==> src/schp_pkg.sv <==
`default_nettype none
package schp_pkg;
  localparam int NUM_CLASSES = 16;
  localparam int MAX_HANDLES = 256;
  localparam int CW = $clog2(NUM_CLASSES);
  localparam int HW = $clog2(MAX_HANDLES);
  localparam int DW = HW + 1;
  localparam int SW = CW + HW;

  typedef enum logic [2:0] {
    ST_OK = 3'd0, ST_ZERO = 3'd1, ST_BIG = 3'd2, ST_EXHAUST = 3'd3, ST_BADFREE = 3'd4
  } status_t;

  typedef enum logic [1:0] {
    OP_ALLOC, OP_FREE, OP_ERR
  } op_t;

  // classified command handed from front to back
  typedef struct packed {
    op_t         op;
    logic [CW-1:0] cls;
    logic [HW-1:0] handle;
    status_t     status;
  } cmd_t;

  typedef struct packed {
    logic [HW-1:0] handle;
    logic [CW-1:0] cls;
    logic          fresh;
    status_t       status;
  } res_t;

  typedef enum logic [1:0] {
    BK_IDLE, BK_READ, BK_WRITE, BK_OUT
  } bk_state_t;

  // ceil(log2(bytes)), 6 bits to hold up to 32
  function automatic logic [5:0] ceil_log2(input logic [31:0] b);
    logic [31:0] m;
    logic [5:0] r;
    m = b - 32'd1;
    r = 6'd0;
    for (int i = 0; i < 32; i++) begin
      if (m[i]) r = 6'(i + 1);
    end
    return r;
  endfunction
endpackage
`default_nettype wire

==> src/schp_front.sv <==
`default_nettype none
module schp_front import schp_pkg::*; (
  input  wire logic clk,
  input  wire logic rst,
  input  wire logic in_valid,
  output logic      in_ready,
  input  wire logic kind,
  input  wire logic [31:0] request_bytes,
  input  wire logic [7:0]  handle_in,
  output logic      cmd_valid,
  input  wire logic cmd_ready,
  output cmd_t      cmd
);
  cmd_t q [2];
  logic wp, rp;
  logic [1:0] cnt;
  cmd_t c;
  logic [5:0] lg;

  always_comb begin
    lg = ceil_log2(request_bytes);
    c.handle = HW'(handle_in);
    c.cls = '0;
    c.status = ST_OK;
    c.op = OP_ALLOC;
    if (kind) begin
      c.op = OP_FREE;
    end else if (request_bytes == 32'd0) begin
      c.op = OP_ERR; c.status = ST_ZERO; c.handle = '0;
    end else if (lg >= 6'(NUM_CLASSES)) begin
      c.op = OP_ERR; c.status = ST_BIG; c.handle = '0;
    end else begin
      c.cls = CW'(lg);
    end
  end

  assign in_ready = (cnt != 2'd2);
  assign cmd_valid = (cnt != 2'd0);
  assign cmd = q[rp];

  always_ff @(posedge clk) begin
    if (in_valid && in_ready) q[wp] <= c;
    if (rst) begin
      wp <= 1'b0; rp <= 1'b0; cnt <= 2'd0;
    end else begin
      if (in_valid && in_ready) wp <= ~wp;
      if (cmd_valid && cmd_ready) rp <= ~rp;
      cnt <= cnt + 2'(in_valid && in_ready) - 2'(cmd_valid && cmd_ready);
    end
  end
endmodule
`default_nettype wire

==> config.mk <==
export PLATFORM = sky130hd
export DESIGN_NAME = schp_front
export DESIGN_NICKNAME = d
export VERILOG_FILES = /design/src/schp_pkg.sv /design/src/schp_front.sv
export SDC_FILE = /design/constraint.sdc
export NUM_CORES = 1
export LEC_CHECK = 0
export ABC_AREA = 1
export BUFFER_PORTS_ARGS = -buffer_cell sky130_fd_sc_hd__buf_2
export CORE_ASPECT_RATIO = 1.1
export CORE_MARGIN = 1.5
export CORE_UTILIZATION = 40
export CTS_CLUSTER_SIZE = 8
export DETAILED_ROUTE_END_ITERATION = 12
export GPL_TIMING_DRIVEN = 0
export HOLD_SLACK_MARGIN = 0.05
export PLACE_DENSITY_LB_ADDON = 0.08
export SLEW_MARGIN = 25
export SYNTH_ARGS = -nofsm -noshare
export SYNTH_HDL_FRONTEND = slang
export SYNTH_SLANG_ARGS = --single-unit
==> constraint.sdc <==
create_clock -name clk -period 6 [get_ports clk]
set_input_delay 0.6 -clock clk [delete_from_list [all_inputs] [get_ports clk]]
set_output_delay 0.6 -clock clk [all_outputs]
set_load 0.05 [all_outputs]
==> results of run 1 <==
## metal layers
layer / global-route usage / vias up
met5: 0 / -
met2: 0.276 / 46
li1: - / 1157
met4: 0.0470 / 0
met1: 0.170 / 950
met3: 0.0240 / 2
## critical path, cell delays in order
cell and delay, ns:
sky130_fd_sc_hd__buf_2 0.09, sky130_fd_sc_hd__inv_1 0.13, sky130_fd_sc_hd__ha_1 0.22, sky130_fd_sc_hd__inv_1 0.08
sky130_fd_sc_hd__nor2_2 0.15, sky130_fd_sc_hd__nand3_2 0.14, sky130_fd_sc_hd__nor4_2 0.14, sky130_fd_sc_hd__nor3b_2 0.21
sky130_fd_sc_hd__inv_2 0.07, sky130_fd_sc_hd__nor4_1 0.24, sky130_fd_sc_hd__nand3_1 0.18, sky130_fd_sc_hd__nor2_1 0.16
sky130_fd_sc_hd__nand3_1 0.14, sky130_fd_sc_hd__inv_1 0.08, sky130_fd_sc_hd__nor2_1 0.05, sky130_fd_sc_hd__nand2_1 0.11
sky130_fd_sc_hd__nor2_4 0.07, sky130_fd_sc_hd__nor2_4 0.23, sky130_fd_sc_hd__nor2_1 0.10
## logic make-up (layout without fill, tap and decap cells)
logic type,count (synthesis),after routing,share of synthesized area
AOI/OAI and AO/OA,14,14,0.0354
xor gates and xnor gates,24,24,0.0804
adders and majority gates,4,4,0.0191
buffers and inverters,47,118,0.0689
DFF,37,37,0.406
muxes,16,16,0.0689
other,1,1,0.00143
and+or+nand+nor,174,174,0.320
## layout make-up
type,count,share of cell area
Multi-Input combinational cell,233,0.441
Sequential cell,37,0.340
Timing Repair Buffer,63,0.103
Inverter,44,0.0529
Tap cell,80,0.0321
Clock buffer,6,0.0232
Buffer,3,0.00481
Clock inverter,2,0.00321
## flip-flops by register name (all words and copies together), names as in the netlist, named ones only
register,flops
q,32
cnt,2
rp,1
wp,1
## path summary, 6_finish.rpt
| kind | end | start |
|---|---|---|
| max | q[0][7] | request_bytes[0] |
| min | rp | rp |
| max reg2reg | q[0][9] | cnt[0] |
| min reg2reg | rp | rp |
## power by group
group	total, mW	leakage, nW	internal (mW)	switching, mW
Clock	0.160	0.0450	0.0804	0.0795
Sequential	0.339	0.351	0.328	0.0108
Combinational	0.381	1.00	0.112	0.269
Total	0.880	1.40	0.521	0.359
## through the flow
step | instance area [sq um] | setup WS [ns] | instances
after global routing | 3120 | 2.39 | 468
after CTS | 3120 | 2.83 | 468
after floorplan | 2610 | 3.12 | 317
after global placement | 3020 | 2.52 | 459
after detailed placement | 3040 | 2.53 | 460
final | 3120 | 2.82 | 468
## cells in the mapped netlist (all sizes together) (2+ instances only)
cell type,number
ha,4
nor3b,2
mux2,16
nand3,13
nor4,4
nor3,7
nor2,56
and2,2
a21oi,7
xor2,17
nand4,3
xnor2,7
buf,2
nand2,82
dfxtp,5
nand3b,3
a31oi,2
edfxtp,32
inv,44
==> report_table.html, run 1 <==
<table>
<tr><th>Metric</th><th>Value</th></tr>
<tr><th colspan="2">Run status</th></tr>
<tr><td>Outcome</td><td>finished, final reports clean</td></tr>
<tr><th colspan="2">Floorplan</th></tr>
<tr><td>Floorplan Core Area</td><td>between 6000 and 7000 sq um</td></tr>
<tr><td>FP Rows</td><td>30</td></tr>
<tr><td>Starting density of the core</td><td>0.419</td></tr>
<tr><td>Die W</td><td>roughly 80 um</td></tr>
<tr><td>Die ar.</td><td>about 7000 sq um</td></tr>
<tr><td>Die height</td><td>slightly below 90 um</td></tr>
<tr><td>Top-Level Pins</td><td>64</td></tr>
<tr><th colspan="2">Finish</th></tr>
<tr><td>Reg area</td><td>1060 sq um</td></tr>
<tr><td>Layout Nets</td><td>436</td></tr>
<tr><td>Highest-count cells in the layout ignoring fill and taps</td><td>sky130_fd_sc_hd__nand2_1 (79), sky130_fd_sc_hd__buf_2 (62), sky130_fd_sc_hd__nor2_1 (46)</td></tr>
<tr><td>Total area of multi-input combinational cells</td><td>around 1400 sq um</td></tr>
<tr><td>Share of post-route cells with drive strength above 1</td><td>0.289</td></tr>
<tr><td>End-of-flow core utilization</td><td>0.501</td></tr>
<tr><td>Most common cell after layout, fill and taps aside</td><td>sky130_fd_sc_hd__nand2_1</td></tr>
<tr><td>Number of inserted diodes</td><td>0</td></tr>
<tr><td>Layout-stage area growth over the synthesis result</td><td>19.5%</td></tr>
<tr><td>Filler cell count in the final layout</td><td>660</td></tr>
<tr><th colspan="2">Power</th></tr>
<tr><td>Total power density per cell area</td><td>between 200 and 300 nW/um^2</td></tr>
<tr><td>Power, Total</td><td>about 880 uW</td></tr>
<tr><td>Total leakage power</td><td>~1.4 nW</td></tr>
<tr><td>Maximum vdd drop</td><td>approximately 160 uV</td></tr>
<tr><th colspan="2">STA</th></tr>
<tr><td>Worst hold slack</td><td>about 0.49 ns</td></tr>
<tr><td>Headroom to the max-slew limit</td><td>0.429</td></tr>
<tr><td>Hold violation count in the final report</td><td>0</td></tr>
<tr><td>Final TNS setup</td><td>0 ns</td></tr>
<tr><td>Final worst path period share</td><td>0.530</td></tr>
<tr><td>Slew Viols, Final</td><td>0</td></tr>
<tr><td>Number of endpoints failing setup at the final stage</td><td>0</td></tr>
<tr><td>Unrepaired setup endpoints after global routing</td><td>no</td></tr>
<tr><td>Transition at the pin with the smallest max-transition slack</td><td>about 0.86 ns</td></tr>
<tr><td>Highest attainable clock frequency</td><td>between 300 and 400 MHz</td></tr>
<tr><td>Max Clock Skew</td><td>between 0.001 and 0.0015 ns</td></tr>
<tr><td>Final period demand of the worst path</td><td>around 3.2 ns</td></tr>
<tr><th colspan="2">Worst setup path</th></tr>
<tr><td>Cell count of the worst reg-to-reg path</td><td>4</td></tr>
<tr><td>Critical setup path kind</td><td>in -&gt; reg</td></tr>
<tr><td>Critical path peak fanout</td><td>10</td></tr>
<tr><td>Required time at the endpoint of the critical path</td><td>approximately 6.0 ns</td></tr>
<tr><td>Critical Path AT</td><td>roughly 3.2 ns</td></tr>
<tr><td>Element type at the critical path end</td><td>register</td></tr>
<tr><td>Flop2flop setup slack</td><td>about 4.4 ns</td></tr>
<tr><td>Kind of launch point of the worst setup path</td><td>input port</td></tr>
<tr><th colspan="2">Drt</th></tr>
<tr><td>Average wire per standard cell</td><td>slightly above 10 um</td></tr>
<tr><td>Residual antenna-violating net count after detailed routing</td><td>0</td></tr>
<tr><td>DR DRC count</td><td>0</td></tr>
<tr><td>Routed metal-1 wirelength</td><td>about 2100 um</td></tr>
<tr><td>Length of routed met2 wiring</td><td>2460 um</td></tr>
<tr><td>Aggregate routed wire length</td><td>4830 um</td></tr>
<tr><td>Drt first-iter violations</td><td>61</td></tr>
<tr><td>Vias</td><td>around 2200</td></tr>
<tr><td>Detail-routed via count per cell</td><td>4.60</td></tr>
<tr><td>DR WL met3</td><td>slightly below 200 um</td></tr>
<tr><td>Drt pass-1 iters</td><td>4</td></tr>
<tr><td>Top layer reached by signal wires</td><td>met4</td></tr>
<tr><th colspan="2">Hold path</th></tr>
<tr><td>Count of cells along the worst hold path</td><td>2</td></tr>
<tr><td>Min-Delay Path Class</td><td>reg -&gt; reg</td></tr>
<tr><th colspan="2">Global routing</th></tr>
<tr><td>First-pass GRT wire length</td><td>roughly 8000 um</td></tr>
<tr><td>Vias in the first global route</td><td>2000</td></tr>
<tr><td>GRT Total Usage</td><td>0.147</td></tr>
<tr><td>Number of antenna violations at the first check in global routing</td><td>0</td></tr>
<tr><td>Remaining global-route overflow</td><td>0</td></tr>
<tr><td>Maximum number of pins on one net before global-route repair</td><td>17</td></tr>
<tr><th colspan="2">Logic synthesis</th></tr>
<tr><td>Post-synthesis register bit count</td><td>37</td></tr>
<tr><td>Area of the mapped netlist</td><td>around 2600 sq um</td></tr>
<tr><td>EDFF count, synth</td><td>32</td></tr>
<tr><td>Library cells used by synthesis</td><td>40</td></tr>
<tr><td>Most area-consuming cells after synthesis</td><td>sky130_fd_sc_hd__edfxtp_1 (37%), sky130_fd_sc_hd__nand2_1 (11%), sky130_fd_sc_hd__mux2_2 (6.9%)</td></tr>
<tr><td>Main flop type after synthesis</td><td>sky130_fd_sc_hd__edfxtp_1</td></tr>
<tr><td>Synthesized instance count</td><td>between 300 and 400</td></tr>
<tr><td>Area fraction of the dominant cell type after synthesis</td><td>0.368</td></tr>
<tr><td>Proportion of synthesized chip area in sequential cells</td><td>0.406</td></tr>
<tr><td>YS warnings</td><td>0</td></tr>
<tr><td>Mean instance size in the synthesized netlist</td><td>roughly 8.2 sq um</td></tr>
<tr><td>Synth area leader</td><td>sky130_fd_sc_hd__edfxtp_1</td></tr>
<tr><td>Proportion of synthesized flip-flops having asynchronous set or reset</td><td>0</td></tr>
<tr><td>Mapped Nets</td><td>366</td></tr>
<tr><th colspan="2">Clocking</th></tr>
<tr><td>Clock net sink count</td><td>37</td></tr>
<tr><td>CTS root buf</td><td>sky130_fd_sc_hd__clkbuf_8</td></tr>
<tr><td>CTS hold repair buffers</td><td>0</td></tr>
<tr><td>Number of buffers created by CTS</td><td>5</td></tr>
<tr><td>CTS H-tree lvls</td><td>2</td></tr>
<tr><td>Resized Gates After CTS</td><td>0</td></tr>
<tr><td>Clock Latency Late Sink</td><td>approximately 0.27 ns</td></tr>
<tr><td>Postcts setup bufs</td><td>0</td></tr>
<tr><td>Clock transition time at the flip-flop clock pins of the worst setup and hold paths</td><td>approximately 0.070 ns</td></tr>
<tr><td>CTS tree</td><td>done</td></tr>
<tr><td>Clk buf depth</td><td>2</td></tr>
<tr><th colspan="2">Flow run</th></tr>
<tr><td>Max Cap Viol</td><td>0</td></tr>
<tr><th colspan="2">Place</th></tr>
<tr><td>Final GP Congestion</td><td>about 0.84</td></tr>
<tr><td>HPWL after DPL</td><td>slightly below 4000 um</td></tr>
<tr><td>Buffers on Ports</td><td>62</td></tr>
</table>
Power figures use the tool's default switching activity.
==> run 2: changes to the inputs <==
clock period = 3 ns   (was 6 ns; I/O delays follow)
==> run 2 against run 1 <==
  * Global-route usage unchanged
  * Combinational power up 100%
  * First-iteration DRC count up 16%
  * Largest power group unchanged
==> report_table.html, run 2 (synthesis gave the netlist of run 1 again) <==
<table>
<tr><th>Metric</th><th>Value</th></tr>
<tr><th colspan="2">Clocking</th></tr>
<tr><td>Clock Latency Late Sink</td><td>0.28 ns (about the same)</td></tr>
<tr><td>CTS root buf</td><td>sky130_fd_sc_hd__clkbuf_8</td></tr>
<tr><td>CTS H-tree lvls</td><td>2 (unchanged)</td></tr>
<tr><td>Clock transition time at the flip-flop clock pins of the worst setup and hold paths</td><td>0.07 ns (about the same)</td></tr>
<tr><td>CTS tree</td><td>done</td></tr>
<tr><td>Clk buf depth</td><td>2 (unchanged)</td></tr>
<tr><td>Clock net sink count</td><td>37 (unchanged)</td></tr>
<tr><td>Number of buffers created by CTS</td><td>5 (unchanged)</td></tr>
<tr><th colspan="2">Drt</th></tr>
<tr><td>Residual antenna-violating net count after detailed routing</td><td>0 (unchanged)</td></tr>
<tr><td>Drt first-iter violations</td><td>71 (+16%)</td></tr>
<tr><td>Drt pass-1 iters</td><td>4 (unchanged)</td></tr>
<tr><td>Average wire per standard cell</td><td>10.7 um (+4.1%)</td></tr>
<tr><td>Aggregate routed wire length</td><td>5130 um (+6.3%)</td></tr>
<tr><td>DR DRC count</td><td>0 (unchanged)</td></tr>
<tr><td>Vias</td><td>2218 (+2.9%)</td></tr>
<tr><td>Detail-routed via count per cell</td><td>4.64 (+0.77%)</td></tr>
<tr><th colspan="2">STA</th></tr>
<tr><td>Final period demand of the worst path</td><td>2.72 ns</td></tr>
<tr><td>Hold violation count in the final report</td><td>0 (unchanged)</td></tr>
<tr><td>Headroom to the max-slew limit</td><td>0.429 (about the same)</td></tr>
<tr><td>Highest attainable clock frequency</td><td>between 300 and 400 MHz</td></tr>
<tr><td>Slew Viols, Final</td><td>0 (unchanged)</td></tr>
<tr><td>Transition at the pin with the smallest max-transition slack</td><td>0.856 ns (+0.000552 ns)</td></tr>
<tr><td>Final worst path period share</td><td>0.908</td></tr>
<tr><td>Number of endpoints failing setup at the final stage</td><td>0 (unchanged)</td></tr>
<tr><td>Max Clock Skew</td><td>0.00238 ns (+0.00103 ns)</td></tr>
<tr><th colspan="2">Finish</th></tr>
<tr><td>Number of inserted diodes</td><td>0 (unchanged)</td></tr>
<tr><td>Highest-count cells in the layout ignoring fill and taps</td><td>sky130_fd_sc_hd__nand2_1 (77), sky130_fd_sc_hd__buf_2 (62), sky130_fd_sc_hd__nor2_1 (42)</td></tr>
<tr><td>Layout-stage area growth over the synthesis result</td><td>25.9%</td></tr>
<tr><td>Non-filler instance count after layout</td><td>478 (+2.1%)</td></tr>
<tr><td>Share of post-route cells with drive strength above 1</td><td>0.347 (+0.0581)</td></tr>
<tr><td>Layout Nets</td><td>446 (+2.3%)</td></tr>
<tr><td>Register with the highest flop count</td><td>q</td></tr>
<tr><td>Most common cell after layout, fill and taps aside</td><td>sky130_fd_sc_hd__nand2_1</td></tr>
<tr><td>Largest register FFs</td><td>32 (unchanged)</td></tr>
<tr><td>Top flop regs</td><td>q x32, cnt x2</td></tr>
<tr><th colspan="2">Power</th></tr>
<tr><td>Internal cell power</td><td>1.05 mW (+100%)</td></tr>
<tr><td>Sw power</td><td>730 uW (+100%)</td></tr>
<tr><td>Total leakage power</td><td>1.46 nW (+4.4%)</td></tr>
<tr><td>Power share of the sequential group</td><td>0.381 (-0.004)</td></tr>
<tr><td>Maximum vdd drop</td><td>329 uV (+100%)</td></tr>
<tr><td>Power, Total</td><td>1.78 mW (+100%)</td></tr>
<tr><td>Total power density per cell area</td><td>541 nW/um^2 (+92%)</td></tr>
<tr><td>Switching power as a share of total power</td><td>0.410 (+0.00237)</td></tr>
<tr><td>Clock network fraction of total power</td><td>0.181 (about the same)</td></tr>
<tr><td>Proportion of power drawn by combinational gates</td><td>0.438 (+0.005)</td></tr>
<tr><th colspan="2">Worst setup path</th></tr>
<tr><td>Standard cell with the maximum stage delay on the critical path</td><td>sky130_fd_sc_hd__nor4_2</td></tr>
<tr><td>Critical Path, Cell by Cell</td><td>buf_2, nor2_2, nand2_1, nor2_4, nand3_2, nor4_2, nor3b_2, inv_2, nor3_4, xor2_1, nand2_1, nor2_4, nand2_2, nor2_2, nand2_2, nor2_4, nor2_4, buf_6, buf_4</td></tr>
<tr><td>Kind of launch point of the worst setup path</td><td>input port</td></tr>
<tr><td>Critical Path AT</td><td>2.76 ns (-0.44 ns)</td></tr>
<tr><td>Peak per-stage delay on the critical path</td><td>0.21 ns (-0.03 ns)</td></tr>
<tr><td>Element type at the critical path end</td><td>register</td></tr>
<tr><td>Required time at the endpoint of the critical path</td><td>3.04 ns (-2.98 ns)</td></tr>
<tr><td>Critical path peak fanout</td><td>4 (-6)</td></tr>
<tr><td>CP dominant cell by count</td><td>sky130_fd_sc_hd__nor2_4</td></tr>
<tr><td>Critical setup path kind</td><td>in -&gt; reg</td></tr>
<tr><th colspan="2">Place</th></tr>
<tr><td>HPWL after DPL</td><td>3960 um (unchanged)</td></tr>
<tr><td>Buffers on Ports</td><td>62 (unchanged)</td></tr>
<tr><td>Final GP Congestion</td><td>0.837 (unchanged)</td></tr>
<tr><td>Placed cell count</td><td>460 (unchanged)</td></tr>
<tr><th colspan="2">Global routing</th></tr>
<tr><td>Vias in the first global route</td><td>2000 (unchanged)</td></tr>
<tr><td>GRT Total Usage</td><td>0.147 (unchanged)</td></tr>
<tr><td>Remaining global-route overflow</td><td>0 (unchanged)</td></tr>
<tr><td>First-pass GRT wire length</td><td>8200 um (unchanged)</td></tr>
<tr><td>Maximum number of pins on one net before global-route repair</td><td>17 (unchanged)</td></tr>
<tr><td>Number of antenna violations at the first check in global routing</td><td>0 (unchanged)</td></tr>
<tr><th colspan="2">Floorplan</th></tr>
<tr><td>Die height</td><td>87.8 um (unchanged)</td></tr>
<tr><td>FP Rows</td><td>30 (unchanged)</td></tr>
<tr><td>Floorplan Core Area</td><td>6230 sq um (unchanged)</td></tr>
<tr><td>Starting density of the core</td><td>0.419 (unchanged)</td></tr>
<tr><td>Die ar.</td><td>7030 sq um (unchanged)</td></tr>
<tr><td>Die W</td><td>80.1 um (unchanged)</td></tr>
<tr><td>Top-Level Pins</td><td>64 (unchanged)</td></tr>
<tr><th colspan="2">Hold path</th></tr>
<tr><td>Min-Delay Path Class</td><td>in -&gt; reg</td></tr>
<tr><th colspan="2">Run status</th></tr>
<tr><td>Outcome</td><td>finished, final reports clean</td></tr>
<tr><th colspan="2">Flow run</th></tr>
<tr><td>Max Cap Viol</td><td>0 (unchanged)</td></tr>
</table>
-- run 2: repair_timing --
action	CTS	global route
buffers inserted	0	10
hold endpoints to repair	0	0
hold buffers	0	0
setup endpoints to repair	0	28
resized for setup	0	25
-- run 2: area by class of cell --
cell class                      instances  area [sq um]
Clock inverter                          2          10.0
Buffer                                  3          15.0
Inverter                               44           168
Multi-Input combinational cell        233          1460
Tap cell                               80           100
Sequential cell                        37          1060
Timing Repair Buffer                   73           404
Fill cell                             641          2940
Clock buffer                            6          72.6
-- run 2: power groups by stage --
stage	Sequential, mW	Clock, mW	Combinational (mW)
after floorplan	0.684	0	0.591
after global placement	0.688	0	0.757
after detailed placement	0.691	0	0.770
after CTS	0.680	0.333	0.773
after global routing	0.687	0.356	0.846
final	0.679	0.322	0.779
-- run 2: path summary, 6_finish.rpt --
kind                                       start  endpoint  slack (ns)  cells after the start
worst max-delay path            request_bytes[2]  q[0][16]        0.28                     19
worst min-delay path                         rst        rp        0.25                      2
worst max register to register            cnt[0]   q[0][9]        1.35                      4
worst min register to register                rp        rp        0.49                      2
-- run 2: stage by stage --
step / util / area [sq um] / TNS (ns) / hold slack, ns / setup slack (ns)
3_5_place_dp: 0.488 / 3040 / -3.61 / 0.476 / -0.168
3_3_place_gp: 0.485 / 3020 / -3.80 / 0.469 / -0.176
5_1_grt: 0.528 / 3290 / -0.223 / 0.246 / -0.0365
4_1_cts: 0.501 / 3120 / 0 / 0.239 / 0.133
6_report: 0.528 / 3290 / 0 / 0.248 / 0.277
2_1_floorplan: - / 2610 / 0 / 0.369 / 0.422
-- run 2: critical path: cells and delay by family --
| kind | cells | cell delay (ns) |
|---|---|---|
| xor+xnor | 1 | 0.20 |
| buf+inv | 4 | 0.48 |
| simple gates | 14 | 1.78 |
-- run 2: per-layer routing --
metal	up-vias	wire, um	global-route usage
li1	1178	-	-
met4	0	39	0.0470
met3	2	206	0.0240
met1	987	2170	0.170
met5	-	0	0
met2	51	2720	0.276
